<file path="config.mk">
export PLATFORM = sky130hd
export DESIGN_NAME = ntc_queue
export DESIGN_NICKNAME = d
export VERILOG_FILES = /design/src/sv/ntc_pkg.sv /design/src/sv/ntc_queue.sv
export SDC_FILE = /design/constraint.sdc
export NUM_CORES = 1
export LEC_CHECK = 0
export BUFFER_PORTS_ARGS = -buffer_cell sky130_fd_sc_hd__buf_2
export CORE_UTILIZATION = 50
export DETAILED_ROUTE_END_ITERATION = 8
export GPL_TIMING_DRIVEN = 1
export PLACE_DENSITY = 0.77
export SYNTH_ARGS = -nofsm -noshare
export SYNTH_HDL_FRONTEND = slang
export SYNTH_SLANG_ARGS = --single-unit
</file>
<file path="constraint.sdc">
create_clock -name clock -period 2.1 [get_ports clock]
set_input_delay 0.105 -clock clock [delete_from_list [all_inputs] [get_ports clock]]
set_output_delay 0.105 -clock clock [all_outputs]
set_load 0.02 [all_outputs]
</file>
<file path="src/sv/ntc_pkg.sv">
// ----------------------------------------------------------------------
// NTC converter package
// Shared widths, constants, codes and structures of the converter.
// ----------------------------------------------------------------------
package ntc_pkg;

   localparam int DEF_OVERSAMPLE = 32;
   localparam int DEF_CHANNELS   = 2;
   localparam int QUEUE_DEPTH    = 2;

   localparam int SAMPLE_W = 10;
   localparam int SUM_W    = 15;
   localparam int CNT_W    = 6;
   localparam int RES_W    = 32;
   localparam int TEMP_W   = 21;
   localparam int STAT_W   = 2;
   localparam int IDX_W    = 3;
   localparam int DATA_W   = 24;
   localparam int PULLUP_W = 16;
   localparam int NOM_W    = 24;
   localparam int BETA_W   = 16;
   localparam int DIV_W    = 64;

   // Register indexes.
   localparam logic [IDX_W-1:0] REG_PULLUP_CH0  = 3'd0;
   localparam logic [IDX_W-1:0] REG_PULLUP_CH1  = 3'd1;
   localparam logic [IDX_W-1:0] REG_NOMINAL_CH0 = 3'd2;
   localparam logic [IDX_W-1:0] REG_NOMINAL_CH1 = 3'd3;
   localparam logic [IDX_W-1:0] REG_BETA_CH0    = 3'd4;
   localparam logic [IDX_W-1:0] REG_BETA_CH1    = 3'd5;

   // Result status codes.
   localparam logic [STAT_W-1:0] ST_NORMAL = 2'd0;
   localparam logic [STAT_W-1:0] ST_SHORT  = 2'd1;
   localparam logic [STAT_W-1:0] ST_OPEN   = 2'd2;
   localparam logic [STAT_W-1:0] ST_SAT    = 2'd3;

   localparam logic [31:0] LN2_Q32 = 32'd2977044472;
   localparam logic [DIV_W-1:0] INV0 = (64'd20 << 48) / 64'd5963;
   localparam logic [DIV_W-1:0] Q_NUM = 64'd16000 << 48;
   localparam logic signed [TEMP_W-1:0] LIMIT_MC = 21'sd999000;
   localparam logic signed [41:0] ZERO_C_16 = 42'sd4370400;

   typedef struct packed {
      logic             channel;
      logic [SUM_W-1:0] sum;
   } ntc_entry_type;

   typedef struct packed {
      logic             start;
      logic [DIV_W-1:0] dividend;
      logic [DIV_W-1:0] divisor;
   } div_req_type;

   typedef struct packed {
      logic             busy;
      logic             done;
      logic [DIV_W-1:0] quotient;
   } div_rsp_type;

endpackage

</file>
<file path="src/sv/ntc_queue.sv">
// ----------------------------------------------------------------------
// NTC reading queue
// Short queue of completed readings between front end and back end.
// ----------------------------------------------------------------------
module ntc_queue #(
   parameter int DEPTH = ntc_pkg::QUEUE_DEPTH
) (
   input  logic                   clock,
   input  logic                   reset,
   input  logic                   push,
   input  ntc_pkg::ntc_entry_type push_entry,
   output logic                   full,
   input  logic                   pop,
   output logic                   empty,
   output ntc_pkg::ntc_entry_type head
);
   import ntc_pkg::*;

   localparam int PTR_W = (DEPTH > 1) ? $clog2(DEPTH) : 1;
   localparam int CNT_QW = $clog2(DEPTH + 1);

   ntc_entry_type      store_ff [DEPTH];
   logic [PTR_W-1:0]   wr_ff, wr_in, rd_ff, rd_in;
   logic [CNT_QW-1:0]  fill_ff, fill_in;

   assign full = (fill_ff == CNT_QW'(DEPTH));
   assign empty = (fill_ff == '0);
   assign head = store_ff[rd_ff];

   always_comb begin
      wr_in = wr_ff;
      rd_in = rd_ff;
      fill_in = fill_ff;
      if (push) begin
         wr_in = (wr_ff == PTR_W'(DEPTH - 1)) ? '0 : wr_ff + 1'b1;
      end
      if (pop) begin
         rd_in = (rd_ff == PTR_W'(DEPTH - 1)) ? '0 : rd_ff + 1'b1;
      end
      if (push && !pop) begin
         fill_in = fill_ff + 1'b1;
      end else if (pop && !push) begin
         fill_in = fill_ff - 1'b1;
      end
   end

   always_ff @(posedge clock) begin
      if (push) begin
         store_ff[wr_ff] <= push_entry;
      end
      if (reset) begin
         wr_ff <= '0;
         rd_ff <= '0;
         fill_ff <= '0;
      end else begin
         wr_ff <= wr_in;
         rd_ff <= rd_in;
         fill_ff <= fill_in;
      end
   end

   assert property (@(posedge clock) disable iff (reset) full |-> !push || pop)
      else $error("reading pushed into a full queue");
   assert property (@(posedge clock) disable iff (reset) empty |-> !pop)
      else $error("reading popped from an empty queue");
   assert property (@(posedge clock) disable iff (reset)
      push && !pop |=> fill_ff == $past(fill_ff) + 1'b1)
      else $error("queue fill level lost a reading");

endmodule

</file>
==> metrics.yaml <==
run_status:
  outcome: "finished clean"
clock_tree:
  cts_resized: 0
  cts.reportedPaths.clkPinSlew_ps: 100
  clk_latency_ps: 320
  cts_tree: "built"
  htree_levels: 2
  post_cts_buffers: 0
  postCtsHoldBufs: 17
  cts_root_buffer: "clkbuf_4"
  cts_buffer_depth: 2
  cts_sinks: 37
  numCtsBuffers: 5
power_and_ir_drop:
  finalPower_w: 0.00145
  ir_drop_v: 0.000640
  powerDensity_mw_per_mm2: 801
  leakage_nw: 0.713
route:
  wl_per_cell_um: 13.6
  routed_wl_um: 2240
  via_per_inst: 4.81
  vias: 794
  antenna_left: 0
  dr.pass1.iters: 4
  drt-initial-drc-count: 8
  route.detailed.drc: 0
final_layout:
  nNetsFinal: 155
  multi_input_area_um2: 284
  antenna_cells: 0
  fin_util: 0.719
  fillers: 179
  layout-drive-gt1-share: 0.459
  area_growth_syn_to_layout_pct: 33.2
  seq_area_mm2: 0.00106
timing:
  drv_slew: 0
  worst_pin_slew_ps: 698
  relSlewSlack: 0.534
  fin_setup_tns_ps: 0
  finalCritPeriodShare: 0.850
  fmax_mhz: 560
  final_hold_viol_count: 0
  fin_worst_skew_ps: 3.25
  setup_viol: 0
  min_period_ps: 1790
  rsz0062_at_grt: "false"
  hold_slack_ps: 70.0
logic_synthesis:
  syn_nets: 93
  syn_inst: 72
  yosys.area.top_type: "edfxtp_1"
  yosys-top-cells-area: "edfxtp_1, mux2_2, dfxtp_1, nor2_1, xnor2_1"
  ys_seq_area_frac: 0.779
  yosysWarningCount: 0
  ys_types: 16
  netlist_area_mm2: 0.00136
  syn_area_per_cell_um2: 18.9
  ys_ff_latch: 37
  synth.top_cell.area_share: 0.706
setup_path:
  end_kind: "primary output"
  cp_slowest_cell: "dfxtp_1"
  cp_num_buf_inv: 1
  start_kind: "flop"
  r2r_cells: 2
  r2r_slack_ps: 850
  critPathKind: "flop to primary output"
  rr_startpoint: "wr_ff$_SDFFE_PP0P_"
  crit_arrival_ps: 1680
  slowest_delay_ps: 780
  path_cells: "mux2_2 > buf_2"
  worstReg2RegEnd: "store_ff[1][8]$_DFFE_PP_"
  path_max_fanout: 16
  path_delay_family: "flip-flops"
  crit_required_ps: 2000
floorplanning:
  fp.dieArea_mm2: 0.00294
  die_w_um: 54.2
  dieHeight_um: 54.2
  placementRows: 18
  io-pin-count: 38
  initial_core_util: 0.540
  core_mm2: 0.00252
placement:
  portBuffers: 37
  dp_hpwl_um: 1390
  gp_congestion: 0.613
worst_hold_path:
  worstHoldEndpoint: "rd_ff$_SDFFE_PP0P_"
  min_from: "pop"
  holdPathStages: 3
  holdCritPathClass: "primary input to flop"
global_route:
  grt_antenna_before_repair: 0
  grt_pass1_vias: 779
  grt.total_usage: 0.186
  grt_remaining_overflow: 0
  grt_max_degree: 17
  grt_pass1_wl_um: 3420
flow_run:
  drv_cap: 0
[cell families (layout without fill, tap and decap cells)]
kind of cell | count (synthesis) | after routing | synth area share
fa+ha+maj | 1 | 1 | 0.00919
flops | 37 | 37 | 0.779
mux | 16 | 16 | 0.132
buf+inv | 3 | 66 | 0.0119
xor+xnor | 4 | 4 | 0.0257
compound gates | 2 | 2 | 0.00735
simple gates | 9 | 9 | 0.0340
[worst max-delay path by stage]
stage	startpoint	endpoint	slack, ps	depth (start not counted)
after global routing	flop	head[6]	200	2
after global placement	flop	head[7]	660	2
after floorplan	wr_ff$_SDFFE_PP0P_	store_ff[0][0]$_DFFE_PP_	640	1
after CTS	flop	head[7]	250	2
final	flop	head[13]	310	2
after detailed placement	flop	head[7]	650	2
[Yosys cell counts]
library cell,number
xor2_1,2
xnor2_1,2
and2_1,1
buf_2,1
dfxtp_1,5
o21ai_0,1
edfxtp_1,32
inv_1,1
buf_4,1
mux2_2,16
nor2b_1,1
and2b_2,1
a21oi_1,1
or3_1,1
ha_1,1
nor2_1,5
[metrics by stage]
stage | cells | setup slack (ps) | cell area (um2)
6_report | 165 | 314 | 1810
5_1_grt | 165 | 198 | 1810
4_1_cts | 165 | 250 | 1810
3_5_place_dp | 140 | 648 | 1590
3_3_place_gp | 140 | 656 | 1590
2_1_floorplan | 72 | 645 | 1360
[power breakdown]
group | switching, W | internal [W] | leakage [nW]
Clock | 0.000202 | 0.000133 | 0.0265
Sequential | 0.0000278 | 0.000852 | 0.342
Combinational | 0.000121 | 0.000116 | 0.345
[per-layer routing]
| layer | global-route usage | vias to the layer above | part of all wire |
|---|---|---|---|
| met5 | 0 | - | 0 |
| met4 | 0.124 | 0 | 0.014 |
| met3 | 0.0932 | 2 | 0.070 |
| met2 | 0.280 | 34 | 0.51 |
| met1 | 0.203 | 365 | 0.41 |
| li1 | - | 393 | - |
[flip-flops by register name, indices dropped and copies added, names as in the netlist, named ones only]
| register | flops |
|---|---|
| fill_ff | 2 |
| rd_ff | 1 |
| wr_ff | 1 |
| store_ff | 32 |
[cell usage in the layout, fill, tap and decap left out, types with 2 or more instances in the layout]
cell / netlist / final
xnor2_1: 2 / 2
mux2_2: 16 / 16
xor2_1: 2 / 2
buf_4: 1 / 3
clkbuf_1: 0 / 3
edfxtp_1: 32 / 32
dlygate4sd3_1: 0 / 17
dfxtp_1: 5 / 5
clkbuf_4: 0 / 5
buf_2: 1 / 37
nor2_1: 5 / 5
[worst register-to-register path, cell delays in order (launching register included)]
cell     delay (ps)
dfxtp_1         370
and2_1          330
buf_4           260
[area by class of cell]
class / count / area share
flip-flops and latches: 37 / 0.585
repair buffers: 57 / 0.208
multi-input cells: 32 / 0.157
clock buffers: 8 / 0.0269
well taps: 30 / 0.0207
inverters: 1 / 0.00207
(Power assumes the default switching activity.)
