**config.mk**
```make
export PLATFORM = sky130hd
export DESIGN_NAME = ntc_div
export DESIGN_NICKNAME = d
export VERILOG_FILES = /design/src/sv/ntc_pkg.sv /design/src/sv/ntc_div.sv
export SDC_FILE = /design/constraint.sdc
export NUM_CORES = 1
export LEC_CHECK = 0
export BUFFER_PORTS_ARGS = -buffer_cell sky130_fd_sc_hd__buf_2
export CAP_MARGIN = 20
export CORE_MARGIN = 2
export CORE_UTILIZATION = 23
export CTS_CLUSTER_SIZE = 20
export DETAILED_ROUTE_END_ITERATION = 16
export GPL_ROUTABILITY_DRIVEN = 0
export HOLD_SLACK_MARGIN = 0.1
export SETUP_SLACK_MARGIN = 0.15
export SLEW_MARGIN = 40
export SYNTH_ARGS = -nofsm -noshare
export SYNTH_HDL_FRONTEND = slang
export SYNTH_SLANG_ARGS = --single-unit
export TNS_END_PERCENT = 50
```
**constraint.sdc**
```tcl
create_clock -name clock -period 3.9 [get_ports clock]
set_clock_uncertainty 0.15 [all_clocks]
set_input_delay 0.195 -clock clock [delete_from_list [all_inputs] [get_ports clock]]
set_output_delay 0.195 -clock clock [all_outputs]
set_load 0.005 [all_outputs]
```
**src/sv/ntc_pkg.sv**
```systemverilog
// ----------------------------------------------------------------------
// NTC converter package
// Shared widths, constants, codes and structures of the converter.
// ----------------------------------------------------------------------
package ntc_pkg;

   localparam int DEF_OVERSAMPLE = 32;
   localparam int DEF_CHANNELS   = 2;
   localparam int QUEUE_DEPTH    = 2;

   localparam int SAMPLE_W = 10;
   localparam int SUM_W    = 15;
   localparam int CNT_W    = 6;
   localparam int RES_W    = 32;
   localparam int TEMP_W   = 21;
   localparam int STAT_W   = 2;
   localparam int IDX_W    = 3;
   localparam int DATA_W   = 24;
   localparam int PULLUP_W = 16;
   localparam int NOM_W    = 24;
   localparam int BETA_W   = 16;
   localparam int DIV_W    = 64;

   // Register indexes.
   localparam logic [IDX_W-1:0] REG_PULLUP_CH0  = 3'd0;
   localparam logic [IDX_W-1:0] REG_PULLUP_CH1  = 3'd1;
   localparam logic [IDX_W-1:0] REG_NOMINAL_CH0 = 3'd2;
   localparam logic [IDX_W-1:0] REG_NOMINAL_CH1 = 3'd3;
   localparam logic [IDX_W-1:0] REG_BETA_CH0    = 3'd4;
   localparam logic [IDX_W-1:0] REG_BETA_CH1    = 3'd5;

   // Result status codes.
   localparam logic [STAT_W-1:0] ST_NORMAL = 2'd0;
   localparam logic [STAT_W-1:0] ST_SHORT  = 2'd1;
   localparam logic [STAT_W-1:0] ST_OPEN   = 2'd2;
   localparam logic [STAT_W-1:0] ST_SAT    = 2'd3;

   localparam logic [31:0] LN2_Q32 = 32'd2977044472;
   localparam logic [DIV_W-1:0] INV0 = (64'd20 << 48) / 64'd5963;
   localparam logic [DIV_W-1:0] Q_NUM = 64'd16000 << 48;
   localparam logic signed [TEMP_W-1:0] LIMIT_MC = 21'sd999000;
   localparam logic signed [41:0] ZERO_C_16 = 42'sd4370400;

   typedef struct packed {
      logic             channel;
      logic [SUM_W-1:0] sum;
   } ntc_entry_type;

   typedef struct packed {
      logic             start;
      logic [DIV_W-1:0] dividend;
      logic [DIV_W-1:0] divisor;
   } div_req_type;

   typedef struct packed {
      logic             busy;
      logic             done;
      logic [DIV_W-1:0] quotient;
   } div_rsp_type;

endpackage

```
**src/sv/ntc_div.sv**
```systemverilog
// ----------------------------------------------------------------------
// NTC divider
// Restoring divider, one quotient bit per cycle.
// ----------------------------------------------------------------------
module ntc_div (
   input  logic                 clock,
   input  logic                 reset,
   input  ntc_pkg::div_req_type req,
   output ntc_pkg::div_rsp_type rsp
);
   import ntc_pkg::*;

   localparam int STEP_W = $clog2(DIV_W);

   logic [DIV_W:0]    rem_ff, rem_in;
   logic [DIV_W-1:0]  quo_ff, quo_in;
   logic [DIV_W-1:0]  den_ff, den_in;
   logic [STEP_W-1:0] step_ff, step_in;
   logic              busy_ff, busy_in, done_ff, done_in;
   logic [DIV_W:0]    trial;
   logic [DIV_W+1:0]  diff;

   assign trial = {rem_ff[DIV_W-1:0], quo_ff[DIV_W-1]};
   assign diff = {1'b0, trial} - {2'b0, den_ff};

   always_comb begin
      rem_in = rem_ff;
      quo_in = quo_ff;
      den_in = den_ff;
      step_in = step_ff;
      busy_in = busy_ff;
      done_in = 1'b0;
      if (req.start) begin
         rem_in = '0;
         quo_in = req.dividend;
         den_in = req.divisor;
         step_in = '0;
         busy_in = 1'b1;
      end else if (busy_ff) begin
         rem_in = diff[DIV_W+1] ? trial : diff[DIV_W:0];
         quo_in = {quo_ff[DIV_W-2:0], !diff[DIV_W+1]};
         step_in = step_ff + 1'b1;
         if (step_ff == STEP_W'(DIV_W - 1)) begin
            busy_in = 1'b0;
            done_in = 1'b1;
         end
      end
   end

   always_ff @(posedge clock) begin
      rem_ff <= rem_in;
      quo_ff <= quo_in;
      den_ff <= den_in;
      if (reset) begin
         step_ff <= '0;
         busy_ff <= 1'b0;
         done_ff <= 1'b0;
      end else begin
         step_ff <= step_in;
         busy_ff <= busy_in;
         done_ff <= done_in;
      end
   end

   assign rsp.busy = busy_ff;
   assign rsp.done = done_ff;
   assign rsp.quotient = quo_ff;

endmodule

```
==> key figures <==
Setup path
  • Setup crit end kind: flip-flop
  • WS Path Type: flip-flop to flip-flop
  • Max FO, Critical Path: 69
  • R2R depth: 12
  • Critical path startpoint category: flip-flop
  • Required @ worst endpoint: between 4 and 5 ns
  • WP data arrival: 3.68 ns

Clock tree
  • H-tree lvl count: 4
  • Max Root-Sink Buffers: 2
  • Total clock sinks: 200
  • Total CTS buffers: 17
  • Root Buffer: clkbuf_16
  • Clock Latency Late Sink: about 0.47 ns
  • Clock-pin slew on the worst setup and hold paths: 0.09 ns
  • CTS tree: built

Die
  • Die Area: 52900 sq um
  • Row count: 82
  • Initial Util: 0.234
  • Core box area: 50300 sq um
  • DIE WIDTH: 230 microns
  • Die Ht: between 200 and 250 microns
  • IO Pins: around 200

STA
  • Fin crit period: roughly 3.5 ns
  • Peak Freq: around 290 MHz
  • Hold slack: ~0.27 ns
  • Final setup viols: 0
  • Slew headroom: 0.558
  • Final Hold Vio Count: 0
  • TNS Setup: 0 ns
  • Final Max Slew Viols: 0
  • RSZ-0062 raised after global routing: true
  • Worst slew pin tran: 0.657 ns
  • Fin crit share: 0.887

Detailed routing
  • Via density: approximately 4.5
  • Vias: 9839
  • Drt drc: 0
  • Routed Antenna Nets: 0
  • Initial DRC Count: 515
  • Wire per inst: 15.1 microns
  • DRT Pass-1 Iters: 5
  • Final wirelength: 32900 microns

Yosys
  • Ys Warns: 0
  • Syn avg cell area: 9.78 sq um
  • Mux cell area share after synthesis: 0.0800
  • Distinct cell type count of the synthesized netlist: just under 70
  • Mapped Nets: approximately 1400
  • Post-Synth Simple-Gate Area: 0.116
  • Synth Instances: 1201
  • Post-synth EDFFs: 128
  • Ys async rst share: 0
  • Post-Synth Adder-Cell Area: 0.0710
  • Post-synthesis xor/xnor area fraction: 0.0447
  • Mapped Area: 11700 sq um
  • Commonest register cell after synthesis: edfxtp_1
  • Sequential area share after synthesis: 0.450
  • Yosys reg bits: 200
  • Largest family of logic cells by synthesized area: compound AO/OA/AOI/OAI gates
  • Synth Area in Compound Gates: 0.184

Layout
  • Most frequent cells in the layout: buf_2, nor2_1, dlygate4sd3_1, edfxtp_1, a21oi_1
  • Sequential cell area: 5290 sq um
  • Area Overhead vs Synth: 30.2%
  • Commonest non-fill, non-tap cell in the layout: buf_2
  • Final Net Count: about 1700
  • Fillers: 5300
  • Share of cells above drive strength 1: 0.217
  • Fin area: between 15000 and 20000 sq um
  • Final core occ: 0.304
  • Multi-input logic area: 5850 sq um

Global route
  • Largest net degree at the start of global routing: 88
  • Initial antenna violation count: 1
  • GRT Util Overall: 0.125
  • Vias in the first global route: 9953
  • Grt ovf: 0
  • First-pass GRT wire length: between 50000 and 60000 microns

Outcome
  • Status: finished, final reports clean

Placement
  • DP HPWL: 23800 microns
  • Post-place instance area: approximately 13000 sq um
  • IO buf count: 196

Pwr
  • Clock share of power: 0.302
  • Switch share: 0.320
  • VDD IR-drop max: 0.000309 V
  • P_int: 4.13 mW
  • Comb power frac: 0.272
  • PwrDens: 398 nW/um^2
  • NetSw: slightly below 2 mW
  • P_leak: 6.31 nW
  • Sequential power share: 0.426
  • Total power: 6.08 mW

Run
  • Max-cap violations: 0

Worst hold path
  • Cell count of the worst hold path: 3
  • Hold WC Path Type: input port to flip-flop
==> area by class of cell <==
cell class / instances / area share
Antenna cell: 1 / 0.000164
Clock buffer: 20 / 0.0316
Clock inverter: 12 / 0.00810
Inverter: 79 / 0.0194
Multi-Input combinational cell: 851 / 0.383
Sequential cell: 200 / 0.346
Tap cell: 672 / 0.0550
Timing Repair Buffer: 336 / 0.157
==> synthesized netlist by cell type (14+ instances only) <==
library cell | number | share of area
dfxtp_1 | 72 | 0.12
xnor2_1 | 30 | 0.022
mux2i_1 | 23 | 0.020
o21ai_0 | 49 | 0.021
nand2_1 | 74 | 0.024
mux2_2 | 63 | 0.060
nor3_1 | 14 | 0.0060
a21o_1 | 21 | 0.013
clkbuf_1 | 50 | 0.016
o21bai_1 | 15 | 0.0096
edfxtp_1 | 128 | 0.33
ha_1 | 65 | 0.069
inv_1 | 79 | 0.025
xor2_1 | 30 | 0.022
nand4_1 | 20 | 0.011
a211oi_1 | 58 | 0.037
nor2_1 | 137 | 0.044
a21oi_1 | 114 | 0.049
==> routing by layer <==
layer | GRT usage | part of all wire | vias to the layer above
met1 | 0.162 | 0.47 | 4601
met2 | 0.202 | 0.46 | 269
li1 | - | - | 4936
met4 | 0.0413 | 0.021 | 0
met3 | 0.0339 | 0.057 | 33
met5 | 0 | 0 | -
==> kinds of logic (layout without fill, tap and decap cells) <==
| group | after synthesis | after routing |
|---|---|---|
| XOR/XNOR | 60 | 60 |
| multiplexers | 86 | 86 |
| adder cells (fa/ha/maj) | 66 | 66 |
| AND/OR/NAND/NOR | 303 | 303 |
| flip-flops | 200 | 200 |
| AO/OA/AOI/OAI | 336 | 336 |
| buffers and inverters | 150 | 447 |
| other | 0 | 1 |
==> power by group through the flow <==
stage / sequential [mW] / clock, mW / combinational [mW]
after global routing: 2.62 / 1.97 / 1.84
after detailed placement: 2.63 / 0 / 1.53
after CTS: 2.59 / 1.89 / 1.64
after floorplan: 2.60 / 0 / 1.12
after global placement: 2.63 / 0 / 1.52
final: 2.59 / 1.84 / 1.65
==> state kept, by name, summed over array words and instances, names as in the netlist <==
register,count
step_ff,6
rem_ff,64
done_ff,1
den_ff,64
busy_ff,1
quo_ff,64
==> worst max-delay path, stage by stage (launching register included) <==
cell and delay [ns]:
edfxtp_1 0.38, inv_1 0.12, ha_1 0.24, nor2b_1 0.14, o31a_1 0.30, o21ai_1 0.27, a211oi_1 0.19, o2111ai_2 0.24
nand3_2 0.19, a41oi_4 0.34, buf_12 0.33, mux2i_1 0.13, a211oi_1 0.27
==> stage by stage <==
step | std cells | setup WS [ns]
after floorplan | 1201 | 0.563
after global placement | 2008 | 0.379
after detailed placement | 2008 | 0.258
after CTS | 2170 | 0.207
after global routing | 2171 | 0.111
final | 2171 | 0.442
==> worst paths after layout <==
| check | from | slack (ns) | to |
|---|---|---|---|
| hold / removal | reset | 0.27 | busy_ff |
| setup reg to reg | den_ff[1] | 0.44 | rem_ff[47] |
| hold reg to reg | rem_ff[59] | 0.33 | rem_ff[59] |
| setup / recovery | den_ff[1] | 0.44 | rem_ff[47] |
==> timing repair <==
item | CTS | global route
setup endpoints to repair | 0 | 16
buffers inserted | 0 | 0
gates resized for setup | 0 | 7
endpoints found under the hold margin | 148 | 0
hold buffers | 130 | 0
No activity file was read; power rests on OpenSTA's default activity.
