`src/sv/ntc_pkg.sv`:
```
// ----------------------------------------------------------------------
// NTC converter package
// Shared widths, constants, codes and structures of the converter.
// ----------------------------------------------------------------------
package ntc_pkg;

   localparam int DEF_OVERSAMPLE = 32;
   localparam int DEF_CHANNELS   = 2;
   localparam int QUEUE_DEPTH    = 2;

   localparam int SAMPLE_W = 10;
   localparam int SUM_W    = 15;
   localparam int CNT_W    = 6;
   localparam int RES_W    = 32;
   localparam int TEMP_W   = 21;
   localparam int STAT_W   = 2;
   localparam int IDX_W    = 3;
   localparam int DATA_W   = 24;
   localparam int PULLUP_W = 16;
   localparam int NOM_W    = 24;
   localparam int BETA_W   = 16;
   localparam int DIV_W    = 64;

   // Register indexes.
   localparam logic [IDX_W-1:0] REG_PULLUP_CH0  = 3'd0;
   localparam logic [IDX_W-1:0] REG_PULLUP_CH1  = 3'd1;
   localparam logic [IDX_W-1:0] REG_NOMINAL_CH0 = 3'd2;
   localparam logic [IDX_W-1:0] REG_NOMINAL_CH1 = 3'd3;
   localparam logic [IDX_W-1:0] REG_BETA_CH0    = 3'd4;
   localparam logic [IDX_W-1:0] REG_BETA_CH1    = 3'd5;

   // Result status codes.
   localparam logic [STAT_W-1:0] ST_NORMAL = 2'd0;
   localparam logic [STAT_W-1:0] ST_SHORT  = 2'd1;
   localparam logic [STAT_W-1:0] ST_OPEN   = 2'd2;
   localparam logic [STAT_W-1:0] ST_SAT    = 2'd3;

   localparam logic [31:0] LN2_Q32 = 32'd2977044472;
   localparam logic [DIV_W-1:0] INV0 = (64'd20 << 48) / 64'd5963;
   localparam logic [DIV_W-1:0] Q_NUM = 64'd16000 << 48;
   localparam logic signed [TEMP_W-1:0] LIMIT_MC = 21'sd999000;
   localparam logic signed [41:0] ZERO_C_16 = 42'sd4370400;

   typedef struct packed {
      logic             channel;
      logic [SUM_W-1:0] sum;
   } ntc_entry_type;

   typedef struct packed {
      logic             start;
      logic [DIV_W-1:0] dividend;
      logic [DIV_W-1:0] divisor;
   } div_req_type;

   typedef struct packed {
      logic             busy;
      logic             done;
      logic [DIV_W-1:0] quotient;
   } div_rsp_type;

endpackage

```
`src/sv/ntc_if.sv`:
```


interface ntc_rsp_if;
   import ntc_pkg::*;
   logic                     valid;
   logic                     ready;
   logic                     out_channel;
   logic [SUM_W-1:0]         raw_sum;
   logic [RES_W-1:0]         resistance_ohms;
   logic signed [TEMP_W-1:0] temp_mdeg;
   logic [STAT_W-1:0]        status;
   modport source (output valid, out_channel, raw_sum, resistance_ohms, temp_mdeg, status,
                   input ready);
   modport sink (input valid, out_channel, raw_sum, resistance_ohms, temp_mdeg, status,
                 output ready);
endinterface

interface ntc_csr_if;
   import ntc_pkg::*;
   logic              valid;
   logic              ready;
   logic [IDX_W-1:0]  index;
   logic [DATA_W-1:0] data;
   modport source (output valid, index, data, input ready);
   modport sink (input valid, index, data, output ready);
endinterface

```
`src/sv/ntc_back.sv`:
```
// ----------------------------------------------------------------------
// NTC back end
// Registers, resistance, logarithms and Beta equation for one reading.
// ----------------------------------------------------------------------
module ntc_back #(
   parameter int OVERSAMPLE_COUNT = ntc_pkg::DEF_OVERSAMPLE
) (
   input  logic                   clock,
   input  logic                   reset,
   ntc_csr_if.sink                csr_if,
   ntc_rsp_if.source              rsp_if,
   input  logic                   empty,
   input  ntc_pkg::ntc_entry_type head,
   output logic                   pop,
   output ntc_pkg::div_req_type   div_req,
   input  ntc_pkg::div_rsp_type   div_rsp
);
   import ntc_pkg::*;

   localparam logic [SUM_W-1:0] FullScale = SUM_W'(OVERSAMPLE_COUNT * 1023);

   localparam logic [3:0] S_IDLE = 4'd0;
   localparam logic [3:0] S_RDIV = 4'd1;
   localparam logic [3:0] S_NORM = 4'd2;
   localparam logic [3:0] S_SQ   = 4'd3;
   localparam logic [3:0] S_LN1  = 4'd4;
   localparam logic [3:0] S_LN2  = 4'd5;
   localparam logic [3:0] S_YDIV = 4'd6;
   localparam logic [3:0] S_QDIV = 4'd7;
   localparam logic [3:0] S_OUT  = 4'd8;

   logic [PULLUP_W-1:0] pullup_ff [2];
   logic [NOM_W-1:0]    nominal_ff [2];
   logic [BETA_W-1:0]   beta_ff [2];

   logic [3:0]               state_ff, state_in;
   logic                     ch_ff, ch_in;
   logic [SUM_W-1:0]         sum_ff, sum_in;
   logic [RES_W-1:0]         r_ff, r_in;
   logic signed [TEMP_W-1:0] temp_ff, temp_in;
   logic [STAT_W-1:0]        st_ff, st_in;
   logic [NOM_W-1:0]         nom_ff, nom_in;
   logic [BETA_W-1:0]        bsel_ff, bsel_in;
   logic [31:0]              lm_ff, lm_in;
   logic [4:0]               le_ff, le_in;
   logic [31:0]              frac_ff, frac_in;
   logic [4:0]               lcnt_ff, lcnt_in;
   logic                     which_ff, which_in;
   logic [36:0]              a_ff, a_in, b_ff, b_in;
   logic                     neg_ff, neg_in;
   logic [4:0]               maghi_ff, maghi_in;
   logic [63:0]              prod_ff, prod_in;
   div_req_type              div_req_ff, div_req_in;
   logic                     rsp_valid_ff, rsp_valid_in;
   logic                     o_ch_ff, o_ch_in;
   logic [SUM_W-1:0]         o_sum_ff, o_sum_in;
   logic [RES_W-1:0]         o_r_ff, o_r_in;
   logic signed [TEMP_W-1:0] o_temp_ff, o_temp_in;
   logic [STAT_W-1:0]        o_st_ff, o_st_in;

   logic [63:0]        sq;
   logic [31:0]        frac_next;
   logic [36:0]        mag;
   logic [37:0]        ln;
   logic [63:0]        inv;
   logic signed [41:0] t16;
   logic [41:0]        tmag;
   logic [38:0]        rnd;
   logic [NOM_W-1:0]   head_nom;
   logic [BETA_W-1:0]  head_beta;

   assign csr_if.ready = 1'b1;

   always_ff @(posedge clock) begin
      if (reset) begin
         pullup_ff[0] <= PULLUP_W'(4700);
         pullup_ff[1] <= PULLUP_W'(4700);
         nominal_ff[0] <= NOM_W'(100000);
         nominal_ff[1] <= NOM_W'(100000);
         beta_ff[0] <= BETA_W'(4267);
         beta_ff[1] <= BETA_W'(3974);
      end else if (csr_if.valid) begin
         case (csr_if.index)
            REG_PULLUP_CH0: pullup_ff[0] <= csr_if.data[PULLUP_W-1:0];
            REG_PULLUP_CH1: pullup_ff[1] <= csr_if.data[PULLUP_W-1:0];
            REG_NOMINAL_CH0: nominal_ff[0] <= csr_if.data[NOM_W-1:0];
            REG_NOMINAL_CH1: nominal_ff[1] <= csr_if.data[NOM_W-1:0];
            REG_BETA_CH0: beta_ff[0] <= csr_if.data[BETA_W-1:0];
            REG_BETA_CH1: beta_ff[1] <= csr_if.data[BETA_W-1:0];
            default: ;
         endcase
      end
   end

   assign sq = 64'(lm_ff) * 64'(lm_ff);
   assign frac_next = {frac_ff[30:0], sq[63]};
   assign mag = (a_ff < b_ff) ? b_ff - a_ff : a_ff - b_ff;
   assign ln = 38'(maghi_ff) * 38'(LN2_Q32) + 38'(prod_ff[63:32]);
   assign inv = neg_ff ? INV0 - div_rsp.quotient : INV0 + div_rsp.quotient;
   assign t16 = $signed({2'b00, div_rsp.quotient[39:0]}) - ZERO_C_16;
   assign tmag = t16[41] ? 42'(-t16) : 42'(t16);
   assign rnd = 39'((tmag + 42'd8) >> 4);
   assign head_nom = (nominal_ff[head.channel] == '0) ? NOM_W'(1) : nominal_ff[head.channel];
   assign head_beta = (beta_ff[head.channel] == '0) ? BETA_W'(1) : beta_ff[head.channel];

   always_comb begin
      state_in = state_ff;
      ch_in = ch_ff;
      sum_in = sum_ff;
      r_in = r_ff;
      temp_in = temp_ff;
      st_in = st_ff;
      nom_in = nom_ff;
      bsel_in = bsel_ff;
      lm_in = lm_ff;
      le_in = le_ff;
      frac_in = frac_ff;
      lcnt_in = lcnt_ff;
      which_in = which_ff;
      a_in = a_ff;
      b_in = b_ff;
      neg_in = neg_ff;
      maghi_in = maghi_ff;
      prod_in = prod_ff;
      div_req_in = div_req_ff;
      div_req_in.start = 1'b0;
      rsp_valid_in = rsp_valid_ff && !rsp_if.ready;
      o_ch_in = o_ch_ff;
      o_sum_in = o_sum_ff;
      o_r_in = o_r_ff;
      o_temp_in = o_temp_ff;
      o_st_in = o_st_ff;
      pop = 1'b0;
      case (state_ff)
         S_IDLE: begin
            if (!empty) begin
               pop = 1'b1;
               ch_in = head.channel;
               sum_in = head.sum;
               nom_in = head_nom;
               bsel_in = head_beta;
               if (head.sum == '0) begin
                  r_in = '0;
                  temp_in = LIMIT_MC;
                  st_in = ST_SHORT;
                  state_in = S_OUT;
               end else if (head.sum >= FullScale) begin
                  r_in = '1;
                  temp_in = -LIMIT_MC;
                  st_in = ST_OPEN;
                  state_in = S_OUT;
               end else begin
                  div_req_in.start = 1'b1;
                  div_req_in.dividend =
                     64'(32'(pullup_ff[head.channel]) * 32'(head.sum));
                  div_req_in.divisor = 64'(FullScale - head.sum);
                  state_in = S_RDIV;
               end
            end
         end
         S_RDIV: begin
            if (div_rsp.done) begin
               r_in = div_rsp.quotient[RES_W-1:0];
               if (div_rsp.quotient[RES_W-1:0] == '0) begin
                  temp_in = LIMIT_MC;
                  st_in = ST_SHORT;
                  state_in = S_OUT;
               end else begin
                  lm_in = div_rsp.quotient[31:0];
                  le_in = 5'd31;
                  which_in = 1'b0;
                  state_in = S_NORM;
               end
            end
         end
         S_NORM: begin
            // Shift the top set bit up to bit 31, tracking its index.
            if (lm_ff[31]) begin
               lcnt_in = '0;
               frac_in = '0;
               state_in = S_SQ;
            end else begin
               lm_in = {lm_ff[30:0], 1'b0};
               le_in = le_ff - 1'b1;
            end
         end
         S_SQ: begin
            frac_in = frac_next;
            lm_in = sq[63] ? sq[63:32] : sq[62:31];
            lcnt_in = lcnt_ff + 1'b1;
            if (lcnt_ff == 5'd31) begin
               if (!which_ff) begin
                  a_in = {le_ff, frac_next};
                  lm_in = 32'(nom_ff);
                  le_in = 5'd31;
                  which_in = 1'b1;
                  state_in = S_NORM;
               end else begin
                  b_in = {le_ff, frac_next};
                  state_in = S_LN1;
               end
            end
         end
         S_LN1: begin
            neg_in = a_ff < b_ff;
            maghi_in = mag[36:32];
            prod_in = 64'(mag[31:0]) * 64'(LN2_Q32);
            state_in = S_LN2;
         end
         S_LN2: begin
            div_req_in.start = 1'b1;
            div_req_in.dividend = 64'({ln, 16'b0});
            div_req_in.divisor = 64'(bsel_ff);
            state_in = S_YDIV;
         end
         S_YDIV: begin
            if (div_rsp.done) begin
               if (neg_ff && div_rsp.quotient >= INV0) begin
                  temp_in = LIMIT_MC;
                  st_in = ST_SAT;
                  state_in = S_OUT;
               end else begin
                  div_req_in.start = 1'b1;
                  div_req_in.dividend = Q_NUM;
                  div_req_in.divisor = inv;
                  state_in = S_QDIV;
               end
            end
         end
         S_QDIV: begin
            if (div_rsp.done) begin
               state_in = S_OUT;
               if (div_rsp.quotient[63:40] != '0 || rnd > 39'(LIMIT_MC)) begin
                  temp_in = (div_rsp.quotient[63:40] != '0 || !t16[41]) ?
                            LIMIT_MC : -LIMIT_MC;
                  st_in = ST_SAT;
               end else begin
                  temp_in = t16[41] ? -$signed(TEMP_W'(rnd)) : $signed(TEMP_W'(rnd));
                  st_in = ST_NORMAL;
               end
            end
         end
         S_OUT: begin
            if (!rsp_valid_ff || rsp_if.ready) begin
               rsp_valid_in = 1'b1;
               o_ch_in = ch_ff;
               o_sum_in = sum_ff;
               o_r_in = r_ff;
               o_temp_in = temp_ff;
               o_st_in = st_ff;
               state_in = S_IDLE;
            end
         end
         default: state_in = S_IDLE;
      endcase
   end

   always_ff @(posedge clock) begin
      ch_ff <= ch_in;
      sum_ff <= sum_in;
      r_ff <= r_in;
      temp_ff <= temp_in;
      st_ff <= st_in;
      nom_ff <= nom_in;
      bsel_ff <= bsel_in;
      lm_ff <= lm_in;
      le_ff <= le_in;
      frac_ff <= frac_in;
      lcnt_ff <= lcnt_in;
      which_ff <= which_in;
      a_ff <= a_in;
      b_ff <= b_in;
      neg_ff <= neg_in;
      maghi_ff <= maghi_in;
      prod_ff <= prod_in;
      o_ch_ff <= o_ch_in;
      o_sum_ff <= o_sum_in;
      o_r_ff <= o_r_in;
      o_temp_ff <= o_temp_in;
      o_st_ff <= o_st_in;
      div_req_ff.dividend <= div_req_in.dividend;
      div_req_ff.divisor <= div_req_in.divisor;
      if (reset) begin
         state_ff <= S_IDLE;
         div_req_ff.start <= 1'b0;
         rsp_valid_ff <= 1'b0;
      end else begin
         state_ff <= state_in;
         div_req_ff.start <= div_req_in.start;
         rsp_valid_ff <= rsp_valid_in;
      end
   end

   assign div_req = div_req_ff;
   assign rsp_if.valid = rsp_valid_ff;
   assign rsp_if.out_channel = o_ch_ff;
   assign rsp_if.raw_sum = o_sum_ff;
   assign rsp_if.resistance_ohms = o_r_ff;
   assign rsp_if.temp_mdeg = o_temp_ff;
   assign rsp_if.status = o_st_ff;

   assert property (@(posedge clock) disable iff (reset)
      rsp_valid_ff && o_st_ff == ST_SHORT |-> o_r_ff == '0 && o_temp_ff == LIMIT_MC)
      else $error("short result with wrong resistance or temperature");
   assert property (@(posedge clock) disable iff (reset)
      rsp_valid_ff && o_st_ff == ST_OPEN |-> o_r_ff == '1 && o_temp_ff == -LIMIT_MC)
      else $error("open result with wrong resistance or temperature");
   assert property (@(posedge clock) disable iff (reset)
      rsp_valid_ff && o_st_ff == ST_NORMAL |-> o_temp_ff <= LIMIT_MC && o_temp_ff >= -LIMIT_MC)
      else $error("normal result outside the temperature range");
   assert property (@(posedge clock) disable iff (reset) div_req_ff.start |=> div_rsp.busy)
      else $error("divider did not take its operands");
   assert property (@(posedge clock) disable iff (reset)
      div_rsp.busy |-> state_ff == S_RDIV || state_ff == S_YDIV || state_ff == S_QDIV)
      else $error("divider running outside a division step");

endmodule

```
`src/flat_wrapper.sv`:
```
// flat-port wrapper written by rule: the top's interface ports become plain ports
module ntc_back_flat import ntc_pkg::*;
#(
   parameter int OVERSAMPLE_COUNT = ntc_pkg::DEF_OVERSAMPLE
)
  (clock, reset, empty, head, pop, div_req, div_rsp, csr_if_valid, csr_if_index, csr_if_data, csr_if_ready, rsp_if_valid, rsp_if_out_channel, rsp_if_raw_sum, rsp_if_resistance_ohms, rsp_if_temp_mdeg, rsp_if_status, rsp_if_ready);
  ntc_csr_if csr_if_i ();
  ntc_rsp_if rsp_if_i ();
  input  logic clock;
  input  logic reset;
  input  logic empty;
  input  ntc_pkg::ntc_entry_type head;
  output logic pop;
  output ntc_pkg::div_req_type div_req;
  input  ntc_pkg::div_rsp_type div_rsp;
  input wire logic [$bits(csr_if_i.valid)-1:0] csr_if_valid;
  input wire logic [$bits(csr_if_i.index)-1:0] csr_if_index;
  input wire logic [$bits(csr_if_i.data)-1:0] csr_if_data;
  output wire logic [$bits(csr_if_i.ready)-1:0] csr_if_ready;
  output wire logic [$bits(rsp_if_i.valid)-1:0] rsp_if_valid;
  output wire logic [$bits(rsp_if_i.out_channel)-1:0] rsp_if_out_channel;
  output wire logic [$bits(rsp_if_i.raw_sum)-1:0] rsp_if_raw_sum;
  output wire logic [$bits(rsp_if_i.resistance_ohms)-1:0] rsp_if_resistance_ohms;
  output wire logic [$bits(rsp_if_i.temp_mdeg)-1:0] rsp_if_temp_mdeg;
  output wire logic [$bits(rsp_if_i.status)-1:0] rsp_if_status;
  input wire logic [$bits(rsp_if_i.ready)-1:0] rsp_if_ready;
  assign csr_if_i.valid = csr_if_valid;
  assign csr_if_i.index = csr_if_index;
  assign csr_if_i.data = csr_if_data;
  assign csr_if_ready = csr_if_i.ready;
  assign rsp_if_valid = rsp_if_i.valid;
  assign rsp_if_out_channel = rsp_if_i.out_channel;
  assign rsp_if_raw_sum = rsp_if_i.raw_sum;
  assign rsp_if_resistance_ohms = rsp_if_i.resistance_ohms;
  assign rsp_if_temp_mdeg = rsp_if_i.temp_mdeg;
  assign rsp_if_status = rsp_if_i.status;
  assign rsp_if_i.ready = rsp_if_ready;
  ntc_back #(.OVERSAMPLE_COUNT(OVERSAMPLE_COUNT)) u_core (.clock(clock), .reset(reset), .csr_if(csr_if_i), .rsp_if(rsp_if_i), .empty(empty), .head(head), .pop(pop), .div_req(div_req), .div_rsp(div_rsp));
endmodule
```
`config.mk`:
```
export PLATFORM = sky130hd
export DESIGN_NAME = ntc_back_flat
export DESIGN_NICKNAME = d
export VERILOG_FILES = /design/src/sv/ntc_pkg.sv /design/src/sv/ntc_if.sv /design/src/sv/ntc_back.sv /design/src/flat_wrapper.sv
export SDC_FILE = /design/constraint.sdc
export NUM_CORES = 2
export LEC_CHECK = 0
export BUFFER_PORTS_ARGS = -buffer_cell sky130_fd_sc_hd__clkbuf_2
export CORE_ASPECT_RATIO = 1.75
export CORE_MARGIN = 1
export CORE_UTILIZATION = 55
export DETAILED_ROUTE_END_ITERATION = 8
export PLACE_DENSITY = 0.79
export SLEW_MARGIN = 0
export SYNTH_ARGS = -nofsm -noshare
export SYNTH_HDL_FRONTEND = slang
export SYNTH_SLANG_ARGS = --single-unit
export TNS_END_PERCENT = 20
```
`constraint.sdc`:
```
create_clock -name clock -period 12.37 [get_ports clock]
set_input_delay 1.237 -clock clock [delete_from_list [all_inputs] [get_ports clock]]
set_output_delay 1.237 -clock clock [all_outputs]
set_load 0.03 [all_outputs]
```
==> summary.txt <==
Floorplanning
  – I/O pins: 317
  – DIE WIDTH: 301 um
  – Die ar.: 0.158 mm2
  – Core area: 0.155 mm2
  – Die Y: 525 um
  – Core Rows: 191
  – Starting Density: 55.5%

Setup path
  – R2r setup slk: 650 ps
  – Most frequent CP cell: fa_1
  – Worst Path Required: 12830 ps
  – RR Endpoint: u_core.prod_ff[56]$_DFFE_PP_
  – CP Max Fanout: 4
  – Startpoint Class: flop
  – R2R Path Start: u_core.b_ff[0]$_DFFE_PP_
  – Critical Path End Type: flop
  – Slowest-stage cell, CP: xnor2_1
  – FF-to-FF path depth: 40
  – CP arrival: 12180 ps
  – Crit Path Class: flop to flop
  – CP peak stage delay: 920 ps

Detailed routing
  – Routed WL: 280 mm
  – Drt via density: 6.11
  – ANT nets after route: 0
  – Routed len/inst: 25.6 um
  – Drt first-iter violations: 6021
  – DR vias: 66800
  – DR pass1 iterations: 9
  – Post-route DRC violation count: 184

CTS
  – Clk_lat worst skew: 740 ps
  – Root Buffer: clkbuf_16
  – Clock slew at reported path FFs: 80 ps
  – CTS tree: done
  – CTS Buf Count: 58
  – H-tree levels: 2
  – Clock tree buffer depth: 3
  – Clock sink count: 605
  – Postcts setup bufs: 0

STA
  – Slew Limit Fails: 0
  – Final hold vios: 0
  – Period minus WS final: 11720 ps
  – Worst slew margin: 9.57%
  – Tcrit/Tclk final: 94.8%
  – Fmax: 85.3 MHz
  – Worst Tran Pin Value: 1360 ps
  – RSZ-0062 raised after global routing: false
  – Fin Clk Skew: 50.3 ps
  – Final setup vio count: 0
  – Setup TNS: 0 ps

Global route
  – First-pass GRT wire length: 421 mm
  – Initial antenna violation count: 51
  – Total Routing Usage GR: 35.8%
  – Largest net degree at the start of global routing: 62
  – Vias in the first global route: 72300
  – Global route total overflow: 0

Logic synthesis
  – Asr flop ratio synth: 0%
  – Cells after Synth: 8539
  – Synth area leader: fa_1
  – Ys flop type: edfxtp_1
  – Mapped Area: 0.0861 mm2
  – Synthesis-stage register bit count: 605
  – Share of the synthesized area in the top cell type: 30.8%
  – Sequential element share of the synthesized area: 21.0%
  – Syn_area_per_cell: 10.1 um2
  – Yosys warning count: 0
  – Post-synth EDFFs: 599
  – Top cells by area, synth: fa_1 (31%), edfxtp_1 (21%), ha_1 (13%), inv_1 (7.0%), xnor2_1 (2.9%)
  – Yosys cell types: 102

Run status
  – Outcome: complete, but fails checks
  – Violated checks: design-rule violations

Run
  – Count of maximum capacitance violations: 0

Cells and area
  – Share of cells above drive strength 1: 9.23%
  – Most common cell after layout, fill and taps aside: inv_1
  – Post-route cell area: 0.0930 mm2
  – Most frequent cells in the layout: inv_1 (1611), fa_1 (1323), ha_1 (893)
  – Filler Cell Count: 12700
  – Nets: 11200
  – Area Growth Syn to Fin: 7.99%
  – Non-filler cells, final: 10900

Worst hold path
  – Hold Crit Class: flop to flop
  – Hold path cells: 0
  – Min-delay src: u_core.temp_ff[15]$_DFFE_PP_
  – Hold EP: u_core.rsp_if.temp_mdeg[15]$_DFFE_PP_

Placed design
  – HPWL after DPL: 225 mm
  – Final Wtd Congestion: 1.07
  – DP Area: 0.0910 mm2
  – # port buffers: 310
  – Inst Count DP: 10800
## how the worst max path moves through the flow
stage / startpoint / to / slack [ps] / cells after the start
after floorplan: u_core.a_ff[9]$_DFFE_PP_ / u_core.prod_ff[62]$_DFFE_PP_ / 450 / 40
after global placement: u_core.b_ff[1]$_DFFE_PP_ / u_core.prod_ff[62]$_DFFE_PP_ / 750 / 41
after detailed placement: u_core.b_ff[1]$_DFFE_PP_ / u_core.prod_ff[62]$_DFFE_PP_ / 720 / 41
after CTS: u_core.b_ff[1]$_DFFE_PP_ / u_core.prod_ff[62]$_DFFE_PP_ / 660 / 41
after global routing: u_core.a_ff[0]$_DFFE_PP_ / u_core.prod_ff[56]$_DFFE_PP_ / 10 / 42
final: u_core.b_ff[0]$_DFFE_PP_ / u_core.prod_ff[56]$_DFFE_PP_ / 650 / 40
## worst max-delay path, delay by kind of cell (launching register included)
kind | cells | cell delay (ps)
AO/OA/AOI/OAI | 18 | 4010
XOR/XNOR | 2 | 1060
adder cells (fa/ha/maj) | 11 | 4990
buffers and inverters | 7 | 670
flip-flops | 1 | 400
AND/OR/NAND/NOR | 2 | 300
## sequential cells by signal, summed over array words and instances, names as in the netlist, 4 cells and up
name and count:
u_core.a_ff 37, u_core.state_ff 4, u_core.maghi_ff 5, u_core.nominal_ff 48
u_core.frac_ff 31, u_core.rsp_if.raw_sum 15, u_core.rsp_if.resistance_ohms 32, u_core.r_ff 32
u_core.pullup_ff 32, u_core.b_ff 37, u_core.lcnt_ff 5, u_core.div_req 120
u_core.bsel_ff 16, u_core.rsp_if.temp_mdeg 21, u_core.sum_ff 15, u_core.temp_ff 21
u_core.prod_ff 32, u_core.lm_ff 32, u_core.nom_ff 24, u_core.le_ff 5
u_core.beta_ff 32
## through the flow
step	util, %	setup slack [ps]	hold slack (ps)
2_1_floorplan	-	455	400
3_3_place_gp	58.6	745	402
3_5_place_dp	58.6	717	405
4_1_cts	59.9	664	409
5_1_grt	59.9	11.1	408
6_report	59.9	647	393
## cell type report
cell class	count	area, um2	area share (%)
multi-input cells	5967	60600	65.2
flip-flops and latches	605	18100	19.5
inverters	1625	6100	6.56
repair buffers	574	3580	3.85
well taps	2026	2530	2.73
clock buffers	61	1460	1.57
clock inverters	48	495	0.533
diodes	20	50.0	0.0538
## layer usage
metal | up-vias | wire, um | track usage [%]
met5 | - | 315 | 0
met4 | 48 | 30300 | 31.3
met3 | 1396 | 26100 | 8.08
met2 | 3744 | 135000 | 59.9
met1 | 33100 | 88500 | 37.5
li1 | 28500 | - | -
## cell usage after synthesis, types with 16 or more instances
library cell and count:
inv_1 1611, fa_1 1323, ha_1 893, edfxtp_1 599, nand2_1 592, nor2_1 381, and2_1 356, a21oi_1 351
clkbuf_1 294, xnor2_1 288, o21ai_0 258, a21o_1 149, xor2_1 123, nor3_1 108, and3_1 89, nand3_1 87
mux2_2 60, or3_1 58, nand4_1 57, mux2i_1 54, nor2b_1 50, nor4_1 43, a31oi_1 42, o21bai_1 42
nand2b_1 41, o211ai_1 40, o21a_1 40, a211oi_1 32, o31ai_1 28, or2_2 25, a22oi_1 24, a222oi_1 23
buf_1 22, o22ai_1 22, o31a_1 17, buf_2 16
## timing repair
item                                    CTS  global route
endpoints found under the setup margin    0             3
resized for setup                         0             1
hold buffers                              0             0
## logic make-up after synthesis
family / synth area share, %
fa+ha+maj: 43.9
buf+inv: 8.67
simple gates: 11.4
compound gates: 9.44
flops: 21.0
xor+xnor: 4.18
mux: 1.41
other cells: 0.00872
Power is not shown: default switching activity piles up to over one toggle a cycle in this logic, so the estimate is an artifact.
